## config.mk

```make
export PLATFORM = sky130hd
export DESIGN_NAME = emav_sqrt_cell
export DESIGN_NICKNAME = d
export VERILOG_FILES = /design/src/emav_sqrt_cell.sv
export SDC_FILE = /design/constraint.sdc
export NUM_CORES = 1
export LEC_CHECK = 0
export ABC_AREA = 0
export BUFFER_PORTS_ARGS = -buffer_cell sky130_fd_sc_hd__buf_2
export CORE_UTILIZATION = 40
export CTS_BUF_LIST = sky130_fd_sc_hd__clkbuf_8 sky130_fd_sc_hd__clkbuf_16
export DETAILED_ROUTE_END_ITERATION = 8
export MAX_ROUTING_LAYER = met4
export PLACE_DENSITY = 0.73
export SKIP_CTS_REPAIR_TIMING = 1
export SYNTH_ARGS = -nofsm -noshare
export SYNTH_HDL_FRONTEND = slang
export SYNTH_SLANG_ARGS = --single-unit
```

## constraint.sdc

```tcl
create_clock -name i_clk -period 5.6 [get_ports i_clk]
set_clock_uncertainty 0.2 [all_clocks]
set_input_delay 0.28 -clock i_clk [delete_from_list [all_inputs] [get_ports i_clk]]
set_output_delay 0.28 -clock i_clk [all_outputs]
set_load 0.01 [all_outputs]
```

## src/emav_sqrt_cell.sv

```systemverilog
module emav_sqrt_cell #(
    parameter int RW = 8
) (
    input  logic            i_clk,
    input  logic [RW+1:0]   i_rem,
    input  logic [RW-1:0]   i_root,
    input  logic [2*RW-1:0] i_x,
    output logic [RW+1:0]   o_rem,
    output logic [RW-1:0]   o_root,
    output logic [2*RW-1:0] o_x
);

    logic [RW+3:0]   n_cur;
    logic [RW+3:0]   n_trial;
    logic [RW+3:0]   n_diff;
    logic            n_ge;
    logic [RW+1:0]   n_rem;
    logic [RW-1:0]   n_root;
    logic [2*RW-1:0] n_x;
    logic [RW+1:0]   r_rem;
    logic [RW-1:0]   r_root;
    logic [2*RW-1:0] r_x;

    always_comb begin
        n_cur   = {i_rem, i_x[2*RW-1 -: 2]};
        n_trial = (RW+4)'({i_root, 2'b01});
        n_diff  = n_cur - n_trial;
        n_ge    = n_cur >= n_trial;
        n_rem   = n_ge ? n_diff[RW+1:0] : n_cur[RW+1:0];
        n_root  = {i_root[RW-2:0], n_ge};
        n_x     = {i_x[2*RW-3:0], 2'b00};
    end

    always_ff @(posedge i_clk) begin
        r_rem  <= n_rem;
        r_root <= n_root;
        r_x    <= n_x;
    end

    assign o_rem  = r_rem;
    assign o_root = r_root;
    assign o_x    = r_x;

endmodule

```

==> key figures <==
Placement
  • Placer Congestion: 0.735
  • PortBufs: 66
  • Post-DP HPWL: 1.95 mm
  • Setup slack at placement: roughly 2.9 ns

Floorplanning
  • Die area: 0.00345 mm^2
  • Core region area: 0.00305 mm^2
  • Placement Rows: 20
  • IO Pins: 69
  • Die width: 58.7 um
  • DIE HEIGHT: 58.7 um
  • Starting Density: 0.421

Timing
  • Setup WS post-layout: 2.73 ns
  • RSZ-0062 raised after global routing: no
  • Min Clock Period, post-route: between 2 and 3 ns
  • Max Fclk: around 0.35 GHz
  • Final Setup Violations: 0
  • Final Hold Fails: 0
  • Fin crit share: 0.513
  • Slew Limit Headroom: 0.625
  • Slew Limit Fails: 0
  • Setup TNS: 0 ns
  • Tightest Pin Transition: 0.562 ns

Worst setup path
  • Setup CP Type: input pin to register
  • Crit Path Max Fanout: 11
  • CP required: 5.57 ns
  • Crit start category: input pin
  • Critical Path AT: 2.85 ns
  • CP Capture Type: register

Route
  • First-pass iteration count of the detailed router: 4
  • Vias post-DR: 1127
  • Routed Antenna Nets: 0
  • WL/cell: 11.0 um
  • DRT Wirelength: 2.78 mm
  • Starting DRT DRC Count: 23
  • DR vias/cell: 4.47
  • Residual DRC: 0

Finish
  • Filler Cells Inserted: between 200 and 300
  • Nets: 253
  • Ant. Diodes: 0
  • Synthesis-to-layout area growth: 52.0%
  • Fraction of layout instances using a drive strength above 1: 0.409

Synth
  • Main synth FF type: dfxtp_1
  • Syn Area/Cell: ~11 um^2
  • Synthesized area: 0.00129 mm^2
  • Largest cells by area after synthesis: dfxtp_1, ha_1, mux2_4
  • Sequential fraction of the synthesis area: 0.498
  • Synth warn: 0
  • Number of library cell types mapped by synthesis: 32
  • Post-synthesis cell count: ~120
  • Area leader, netlist: dfxtp_1
  • Async S/R FF share, synth: 0
  • Number of synthesized flops with an enable pin: 0
  • Yosys reg bits: 32
  • Yosys top cell area share: 0.498

Pwr
  • Sw Pwr: 0.141 mW
  • PD cells: 293 mW/mm^2
  • Sw Share: 0.246
  • Internal power: 0.431 mW
  • Clock power frac: 0.326
  • Leakage: 0.983 nW
  • Combinational group share of total power: 0.230
  • Worst vdd ir: 0.135 mV
  • Reg power frac: 0.444

Global route
  • GRT overflow: 0
  • GRT Total Usage: 0.163
  • Number of global-route vias before repair: 955
  • Initial antenna violation count: 0
  • Largest net degree at the start of global routing: 12
  • First-pass GRT wire length: 3.94 mm

Clocking
  • Clock tree root buffer cell: clkbuf_8
  • Cts bufs inserted: 5
  • CTS sink cnt: 32
  • Clock Tree Buf Depth: 2
  • H-tree levels: 2
  • CTS clk-pin slew, worst paths: approximately 0.07 ns
  • CTS tree: built

Hold path
  • Min-delay worst type: input pin to register

Outcome
  • Outcome: completed

Run
  • Max_cap viols: 0
==> state kept, by name, summed over array words and instances (netlist names) <==
register  cells
o_x          14
o_root        8
o_rem        10
==> layer usage <==
metal / track usage / up-vias / part of all wire
met3: 0.0813 / 4 / 0.10
met5: - / - / 0
met2: 0.264 / 52 / 0.48
li1: - / 575 / -
met1: 0.161 / 496 / 0.40
met4: 0.0816 / 0 / 0.010
==> worst max-delay path, cell delays in order <==
cell and delay [ns]:
dlygate4sd3_1 0.52, buf_2 0.11, inv_1 0.04, ha_1 0.34
nor2b_4 0.16, o31a_4 0.29, a41oi_1 0.17, o211a_1 0.55
mux2_2 0.39
==> layout make-up <==
| class | instances | area [um^2] | share of cell area |
|---|---|---|---|
| timing repair buffer | 87 | 541 | 0.276 |
| tap | 44 | 55.1 | 0.0282 |
| inverter | 11 | 41.3 | 0.0211 |
| sequential | 32 | 641 | 0.328 |
| clock buffer | 7 | 96.3 | 0.0493 |
| multi-input combinational | 71 | 582 | 0.298 |
==> cell usage after synthesis (2+ instances only) <==
master	instances
xnor2_1	5
nand3_1	2
mux2_4	7
nand2b_1	2
o21ai_0	5
inv_1	11
nand2_1	7
nor3_1	2
o21a_1	2
a21oi_1	6
ha_1	10
buf_4	2
nor2_1	4
dfxtp_1	32
o211ai_1	2
==> power by group through the flow <==
stage | logic, mW | clock network (mW) | registers [mW]
4_1_cts | 0.121 | 0.193 | 0.254
6_report | 0.131 | 0.187 | 0.254
3_5_place_dp | 0.120 | 0 | 0.259
2_1_floorplan | 0.0649 | 0 | 0.273
3_3_place_gp | 0.117 | 0 | 0.259
5_1_grt | 0.145 | 0.203 | 0.257
==> layout by cell type (no fill, tap or decap), types with 2 or more instances in the layout <==
master         count
buf_2             66
dfxtp_1           32
dlygate4sd3_1     21
inv_1             11
ha_1              10
nand2_1            7
mux2_4             7
clkbuf_8           7
a21oi_1            6
o21ai_0            5
xnor2_1            5
nor2_1             4
o21a_1             2
nor3_1             2
o211ai_1           2
nand3_1            2
nand2b_1           2
conb_1             2
==> metrics by stage <==
| stage | cells | area, um^2 | util | total power [mW] | hold WS (ns) |
|---|---|---|---|---|---|
| 2_1_floorplan | 117 | 1290 | - | 0.338 | 0.108 |
| 3_3_place_gp | 224 | 1650 | 0.540 | 0.376 | 0.184 |
| 3_5_place_dp | 224 | 1650 | 0.540 | 0.380 | 0.184 |
| 4_1_cts | 231 | 1750 | 0.572 | 0.568 | -0.106 |
| 5_1_grt | 252 | 1960 | 0.641 | 0.605 | 0.0340 |
| 6_report | 252 | 1960 | 0.641 | 0.572 | 0.0444 |
==> cell families (layout without fill, tap and decap cells) <==
group,Yosys count,count (layout),synth area share
flip-flops,32,32,0.498
other,1,2,0.00292
multiplexers,9,9,0.0982
AO/OA/AOI/OAI,23,23,0.127
XOR/XNOR,6,6,0.0409
buffers and inverters,14,105,0.0525
adder cells (fa/ha/maj),10,10,0.0973
AND/OR/NAND/NOR,21,21,0.0827
==> path summary, 6_finish.rpt <==
kind | start | end | cells after the start
max | i_root[0] | o_rem[9]$_DFF_P_ | 9
min | i_rem[0] | o_rem[2]$_DFF_P_ | 2
(Power assumes the default switching activity.)
