File: config.mk
export PLATFORM = sky130hd
export DESIGN_NAME = emav_div_cell
export DESIGN_NICKNAME = d
export VERILOG_FILES = /design/src/emav_div_cell.sv
export SDC_FILE = /design/constraint.sdc
export NUM_CORES = 1
export LEC_CHECK = 0
export BUFFER_PORTS_ARGS = -buffer_cell sky130_fd_sc_hd__buf_2
export CORE_MARGIN = 4
export CORE_UTILIZATION = 47
export DETAILED_ROUTE_END_ITERATION = 12
export GPL_TIMING_DRIVEN = 0
export PLACE_DENSITY_LB_ADDON = 0.1
export SLEW_MARGIN = 25
export SYNTH_ARGS = -nofsm -noshare
export SYNTH_HDL_FRONTEND = slang
export SYNTH_SLANG_ARGS = --single-unit
File: constraint.sdc
create_clock -name i_clk -period 6.8 [get_ports i_clk]
set_input_delay 2.04 -clock i_clk [delete_from_list [all_inputs] [get_ports i_clk]]
set_output_delay 2.04 -clock i_clk [all_outputs]
set_load 0.03 [all_outputs]
File: src/emav_div_cell.sv
module emav_div_cell #(
    parameter int DW = 8,
    parameter int QW = 8
) (
    input  logic          i_clk,
    input  logic [DW-1:0] i_rem,
    input  logic [QW-1:0] i_dq,
    input  logic [DW-1:0] i_den,
    output logic [DW-1:0] o_rem,
    output logic [QW-1:0] o_dq,
    output logic [DW-1:0] o_den
);

    logic [DW:0]   n_cur;
    logic [DW:0]   n_diff;
    logic          n_ge;
    logic [DW-1:0] n_rem;
    logic [QW-1:0] n_dq;
    logic [DW-1:0] r_rem;
    logic [QW-1:0] r_dq;
    logic [DW-1:0] r_den;

    always_comb begin
        n_cur  = {i_rem, i_dq[QW-1]};
        n_diff = n_cur - {1'b0, i_den};
        n_ge   = n_cur >= {1'b0, i_den};
        n_rem  = n_ge ? n_diff[DW-1:0] : n_cur[DW-1:0];
        if (QW > 1) begin
            n_dq = {i_dq[QW-2:0], n_ge};
        end else begin
            n_dq = QW'(n_ge);
        end
    end

    always_ff @(posedge i_clk) begin
        r_rem <= n_rem;
        r_dq  <= n_dq;
        r_den <= i_den;
    end

    assign o_rem = r_rem;
    assign o_dq  = r_dq;
    assign o_den = r_den;

endmodule

==> results.cfg, run 1 <==
[drt]
wl_um = 1950
wl_per_cell_um = 11.3
drt_iter0_drc = 9
vias_per_cell = 4.80
detail-route-antenna-nets = 0
drcViolationCount = 0
firstDrtPassIters = 4
via_count = 825

[grt]
groute.usage.overall_pct = 14.1
gr-total-overflow = 0
first_global_vias = 735
grt_max_degree = 15
antenna_found_initial = 0
grt_pass1_wl_um = 2970

[power_and_ir_drop]
clock_power_share_pct = 28.1
pwr-share-seq_pct = 44.0
p_comb_share_pct = 27.9
p_per_area_nw_per_um2 = 270
power_switching_share_pct = 29.7
total_power_mw = 0.359
vdd_ir_drop_max_uv = 177
leakage_nw = 0.677
p_switching_mw = 0.106
p_int_mw = 0.252

[critical_path]
critPathCaptureType = flop
critPathKind = in2reg
cp_slowest_cell = fa_1
critPathMaxStageDelay_ns = 0.41
cp_max_fo = 3
worstPathCellList = buf_2, inv_1, ha_1, fa_1, nor2b_1, o31a_1, nor4_1, a311o_1, mux2_2
critical_path_arrival_ns = 3.81
critPathRequiredTime_ns = 7.01
critPathLaunchType = primary input

[cts]
cts.htree.levels = 1
cts_setup_buffers = 0
cts_tree = yes
ctsHoldBuffers = 0
cts_inserted_buffers = 3
clockRootBuffer = clkbuf_4
cts_resized = 0
clock_path_buffers = 2
cts_sinks = 24
clk_pin_slew_ns = 0.13

[layout]
antennaDiodeCount = 0
final_cells = 172
layout-drive-gt1-share_pct = 43.4
final_common_cell = buf_2
final_cell_mix = buf_2 (50), dfxtp_1 (24), inv_1 (13)
area_growth_pct = 32.6
layout.nets = 180

[logic_synthesis]
ys_ff_latch = 24
synth_cell_types = 30
yosysSeqAreaShare_pct = 48.0
syn_area_sq_um = 1000
syn_area_per_cell_sq_um = 10.8
syn_inst = 93
yosys_warnings = 0
syn-num-nets = 127

[placed_design]
dp_hpwl_um = 1580
routabilityCongestion = 0.740
io_buffers = 48
dp_slack_ns = 2.88
dp_cells = 168

[floorplan]
ios = 49
core_area_sq_um = 2000
die_x_um = 54.2
num_rows = 16
die_h_um = 54.2
start_util_pct = 50.0
dieArea_sq_um = 2930

[timing]
slew_violations = 0
slew_headroom_pct = 71.7
finalCritPeriodShare_pct = 53.0
final-hold-violation-count = 0
finalSetupViolations = 0
rsz0062_at_grt = false
max_freq_mhz = 278
period_needed_ns = 3.60
worst_slack_ns = 3.20
tns_ns = 0
worst_pin_slew_ns = 0.421

[status]
status = finished clean

[run]
drv_cap = 0

[min_path]
hold_class = in2reg
==> final timing paths <==
check,startpoint,to,cells past startpoint
min,i_dq[5],o_dq[6],1
max,i_dq[7],o_rem[6],9
==> power by group through the flow <==
| stage | logic [mW] | clock network (mW) | registers [mW] |
|---|---|---|---|
| final | 0.100 | 0.101 | 0.158 |
| after global routing | 0.110 | 0.110 | 0.160 |
| after CTS | 0.101 | 0.104 | 0.158 |
| after detailed placement | 0.101 | 0 | 0.161 |
| after global placement | 0.0984 | 0 | 0.161 |
| after floorplan | 0.0416 | 0 | 0.192 |
==> layout make-up <==
type	instances	area, sq um
clock buffer	3	22.5
timing repair buffer	48	240
clock inverter	1	30.0
fill	167	674
inverter	13	48.8
buffer	2	10.0
multi-input combinational	54	462
sequential	24	480
tap	27	33.8
==> per-stage QoR <==
stage	util (%)	hold WS, ns	cell area [sq um]
after floorplan	-	2.07	1000
after global placement	63.7	2.14	1270
after detailed placement	63.7	2.14	1270
after CTS	66.3	1.81	1330
after global routing	66.3	1.79	1330
final	66.3	1.83	1330
==> synth_stat cells <==
master,count,share of area [%]
a21o_1,3,2.2
mux2i_1,2,2.0
nor3_1,3,1.5
xnor2_1,2,1.8
a311o_1,1,1.0
nand3_1,2,1.0
o31a_1,1,0.88
o21ai_2,1,0.88
or3_1,1,0.63
o21ai_0,4,2.0
a21oi_1,3,1.5
nand2_1,3,1.1
or2b_1,1,0.75
nor2_1,2,0.75
buf_2,2,1.0
ha_1,8,10
a31oi_1,1,0.63
a21oi_2,2,1.8
a211oi_1,1,0.75
dfxtp_1,24,48
a41oi_4,1,2.8
nor3b_1,1,0.75
mux2_2,5,5.6
nor4_1,1,0.63
nor2b_1,1,0.63
a41o_1,1,1.0
fa_1,1,2.0
o21a_1,1,0.75
xor2_1,1,0.88
inv_1,13,4.9
==> sequential cells by signal, indices dropped and copies added (netlist names) <==
register	count
o_dq	8
o_den	8
o_rem	8
==> layer usage <==
metal / track usage, % / wire [um]
met1: 17.3 / 760
met2: 22.3 / 995
met3: 4.16 / 175
met4: 7.05 / 20
met5: 0 / 0
==> kinds of logic (layout without fill, tap and decap cells) <==
logic type / Yosys count / after routing / synth area share, %
AOI/OAI and AO/OA: 20 / 20 / 16.1
xor gates and xnor gates: 3 / 3 / 2.63
adders and majority gates: 9 / 9 / 12.0
buffers and inverters: 15 / 67 / 5.88
DFF: 24 / 24 / 48.0
muxes: 7 / 7 / 7.62
and+or+nand+nor: 15 / 15 / 7.75
==> worst max-delay path: cells and delay by family <==
kind | cells | cell delay, ns
simple gates | 2 | 0.25
buf+inv | 2 | 0.12
mux | 1 | 0.25
fa+ha+maj | 2 | 0.65
compound gates | 2 | 0.51
Power figures use the tool's default switching activity.
==> run 2, diff against run 1 <==
Settings changed: CORE_UTILIZATION 47 to 40.
Clock period 6.8 ns to 3.3 ns, I/O delays scaled along.
==> run 2 against run 1 <==
  * Power grew 82%
  * Sequential cell count is the same
  * Clock power grew 22%
  * Combinational power grew 110%
  * Global-route usage shrank 2.3 points
  * Largest cell class unchanged
  * Critical path depth shrank 1
  * Cell count is the same
  * First-iteration DRC count shrank 56%
  * Highest routed layer unchanged
  * Sequential power grew 110%
  * Critical endpoint unchanged
  * Sequential share of layout area grew 0.80 points
==> results.cfg, run 2 (synthesis results as in run 1) <==
[run]
drv_cap = 0

[timing]
slew_violations = 0
period_needed_ns = 2.52
slew_headroom_pct = 72.8
tns_ns = 0
worst_pin_slew_ns = 0.407
finalSetupViolations = 0
finalCritPeriodShare_pct = 76.3
rsz0062_at_grt = false
fin_hold_ws_ns = 0.777
final-hold-violation-count = 0
max_freq_mhz = 397

[cts]
clock_path_buffers = 2
cts_setup_buffers = 0
cts_sinks = 24
cts_inserted_buffers = 3
clk_pin_slew_ns = 0.12
cts_tree = yes
cts_resized = 0
cts.htree.levels = 1
ctsHoldBuffers = 0
clockRootBuffer = clkbuf_4

[grt]
grt_max_degree = 13
groute.usage.overall_pct = 11.8
grt_pass1_wl_um = 3190
antenna_found_initial = 0
first_global_vias = 786
gr-total-overflow = 0

[floorplan]
die_x_um = 58.0
dieArea_sq_um = 3370
die_h_um = 58.0
core_area_sq_um = 2300
num_rows = 17
start_util_pct = 43.6
ios = 49

[critical_path]
critical_path_arrival_ns = 2.72
critPathCaptureType = flop
cp_max_fo = 8
critPathRequiredTime_ns = 3.50
critPathKind = in2reg
critPathLaunchType = primary input

[layout]
area_growth_pct = 29.8
num-fill-cells = 201
final_cell_mix = buf_2 (50), dfxtp_1 (24), inv_1 (13)
final_common_cell = buf_2
fin_util_pct = 56.5
layout.nets = 180
multiInputGateArea_sq_um = 462
layout-drive-gt1-share_pct = 43.1
final-seq-area_sq_um = 480
antennaDiodeCount = 0

[placed_design]
dp_hpwl_um = 1550
routabilityCongestion = 0.761
io_buffers = 48

[power_and_ir_drop]
leakage_nw = 0.663
vdd_ir_drop_max_uv = 242
p_per_area_nw_per_um2 = 504

[drt]
detail-route-antenna-nets = 0
via_count = 831
firstDrtPassIters = 4
drt_iter0_drc = 4
wl_um = 1900
vias_per_cell = 4.83
drcViolationCount = 0
wl_per_cell_um = 11.0

[status]
status = finished clean

[min_path]
hp-start = i_dq[2]
min_to = o_dq[3]
hold_depth = 1
hold_class = in2reg
-- run 2: cell count changes in the layout (fill, tap and decap cells not counted) --
cell       delta
bufinv_16     -1
-- run 2: worst max-delay path by stage --
stage                     slack [ns]        to  cells after the start    start
after floorplan                 0.66  o_rem[6]                      8  i_dq[7]
after global placement          0.46  o_rem[6]                      9  i_dq[7]
after detailed placement        0.44  o_rem[6]                      9  i_dq[7]
after CTS                       0.77  o_rem[6]                      9  i_dq[7]
after global routing            0.68  o_rem[6]                      9  i_dq[7]
final                           0.78  o_rem[6]                      8  i_dq[7]
-- run 2: cell type report --
cell class | instances | area share [%]
inverter | 13 | 3.76
sequential | 24 | 37.0
buffer | 2 | 0.771
timing repair buffer | 48 | 18.5
multi-input combinational | 54 | 35.5
clock buffer | 3 | 1.73
tap | 28 | 2.70
-- run 2: critical path: stages --
cell and delay (ns):
buf_2 0.07, inv_1 0.04, ha_1 0.33, or2b_1 0.25, a21oi_2 0.16, o21ai_2 0.08
a41oi_4 0.41, mux2_2 0.39
-- run 2: stage by stage --
stage                     setup slack (ns)  std cells  power (mW)  area, sq um
after floorplan                      0.659         93       0.481         1000
after global placement               0.464        169       0.535         1280
after detailed placement             0.440        169       0.539         1280
after CTS                            0.772        172       0.663         1300
after global routing                 0.675        172       0.698         1300
final                                0.783        172       0.654         1300
-- run 2: power breakdown --
group          internal [mW]  switching, mW  total (mW)
clock                 0.0425         0.0805       0.123
combinational         0.0779          0.128       0.206
sequential             0.319        0.00593       0.325
total                  0.440          0.215       0.654
-- run 2: layer usage --
layer | up-vias | global-route usage (%) | share of wire [%]
met5 | - | 0 | 0
met4 | 0 | 2.98 | 1.2
met3 | 5 | 3.34 | 10
met2 | 35 | 21.6 | 45
met1 | 368 | 13.5 | 44
li1 | 423 | - | -
==> run 3, diff against run 2 <==
Clock period 3.3 ns to 2.19 ns, I/O delays scaled along.
==> run 3 against run 2 <==
  * Critical path depth did not move
  * Non-clock buffer count unchanged
  * Setup slack got worse by 0.71 ns
  * Via count fell by 4.3%
  * Die area unchanged
  * Sequential cell count stayed put
  * Cell count did not move
  * Count of clock-buffer cells in the layout did not move
  * Core utilization rose by 0.22 points
  * Largest cell class unchanged
  * Wire length rose by 1.4%
  * Combinational power grew 52%
==> results.cfg, run 3 (synthesis results as in run 1) <==
[status]
status = finished clean

[grt]
groute.usage.overall_pct = 12.0
first_global_vias = 776
grt_max_degree = 13
gr-total-overflow = 0
antenna_found_initial = 0
grt_pass1_wl_um = 3140

[placed_design]
io_buffers = 48
dp_slack_ns = -0.234
routabilityCongestion = 0.722
dp_hpwl_um = 1560

[drt]
wl_um = 1930
vias_per_cell = 4.62
detail-route-antenna-nets = 0
firstDrtPassIters = 3
via_count = 795
drt_iter0_drc = 8
wl_per_cell_um = 11.2
drcViolationCount = 0

[timing]
slew_violations = 0
rsz0062_at_grt = false
max_freq_mhz = 473
slew_headroom_pct = 67.4
final-hold-violation-count = 0
finalCritPeriodShare_pct = 96.6
finalSetupViolations = 0
worst_pin_slew_ns = 0.483
worst_slack_ns = 0.0752
period_needed_ns = 2.11

[floorplan]
core_area_sq_um = 2300
num_rows = 17
start_util_pct = 43.6
die_x_um = 58.0
dieArea_sq_um = 3370
ios = 49
die_h_um = 58.0

[cts]
clk_pin_slew_ns = 0.12
cts_sinks = 24
clock_path_buffers = 2
cts_tree = yes
clockRootBuffer = clkbuf_4
cts_setup_buffers = 0
ctsHoldBuffers = 0
cts_resized = 0
cts_inserted_buffers = 3
cts.htree.levels = 1

[critical_path]
cp_max_fo = 8
critPathLaunchType = primary input
critPathCaptureType = flop
critPathRequiredTime_ns = 2.39
critPathKind = in2reg
critical_path_arrival_ns = 2.32

[layout]
final_cell_mix = buf_2 (50), dfxtp_1 (24), inv_1 (13)
antennaDiodeCount = 0
area_growth_pct = 30.2
layout-drive-gt1-share_pct = 44.4
final_common_cell = buf_2
layout.nets = 180
num-fill-cells = 216

[power_and_ir_drop]
vdd_ir_drop_max_uv = 430
p_per_area_nw_per_um2 = 755
total_power_mw = 0.984
leakage_nw = 0.660

[run]
drv_cap = 0

[min_path]
hold_class = in2reg
run 3: changes by cell type in the layout (fill, tap and decap cells not counted):
| cell | previous run | this run |
|---|---|---|
| fa_2 | 0 | 1 |
| ha_1 | 8 | 7 |
| fa_1 | 1 | 0 |
| ha_2 | 0 | 1 |
run 3: path summary, 6_finish.rpt:
check      from        to  slack, ns  cells past startpoint
max    i_rem[5]  o_rem[4]       0.08                      8
min     i_dq[6]   o_dq[7]       0.44                      1
run 3: worst max-delay path: stages:
cell     delay (ns)
buf_2          0.11
ha_1           0.27
buf_2          0.17
a21o_1         0.16
nand2_1        0.08
nand2_1        0.11
a41oi_4        0.37
mux2_2         0.38
run 3: per-layer routing:
metal  vias to the layer above  GRT usage, %  routed length [um]  part of all wire, %
met1                       343          13.6                 818                   42
li1                        422             -                   -                    -
met5                         -             0                   0                    0
met2                        28          20.5                 914                   47
met4                         0          5.96                  18                 0.93
met3                         2          3.34                 175                  9.1
run 3: where the power goes:
group | internal [mW] | switching [mW]
Clock | 0.0642 | 0.118
Sequential | 0.481 | 0.00824
Combinational | 0.118 | 0.194
run 3: cell type report:
| type | count | area, sq um | area share, % |
|---|---|---|---|
| plain buffers | 2 | 10.0 | 0.768 |
| inverters | 13 | 48.8 | 3.74 |
| flip-flops and latches | 24 | 480 | 36.9 |
| clock buffers | 3 | 22.5 | 1.73 |
| well taps | 28 | 35.0 | 2.69 |
| multi-input cells | 54 | 467 | 35.8 |
| repair buffers | 48 | 240 | 18.4 |
run 3: per-stage QoR:
stage	cell area, sq um	utilization, %	instances	TNS [ns]	hold WS [ns]
6_report	1300	56.8	172	0	0.440
5_1_grt	1300	56.8	172	0	0.420
4_1_cts	1300	56.8	172	0	0.424
3_5_place_dp	1280	55.8	169	-1.23	0.762
3_3_place_gp	1280	55.8	169	-1.19	0.759
2_1_floorplan	1010	-	93	-0.0221	0.685
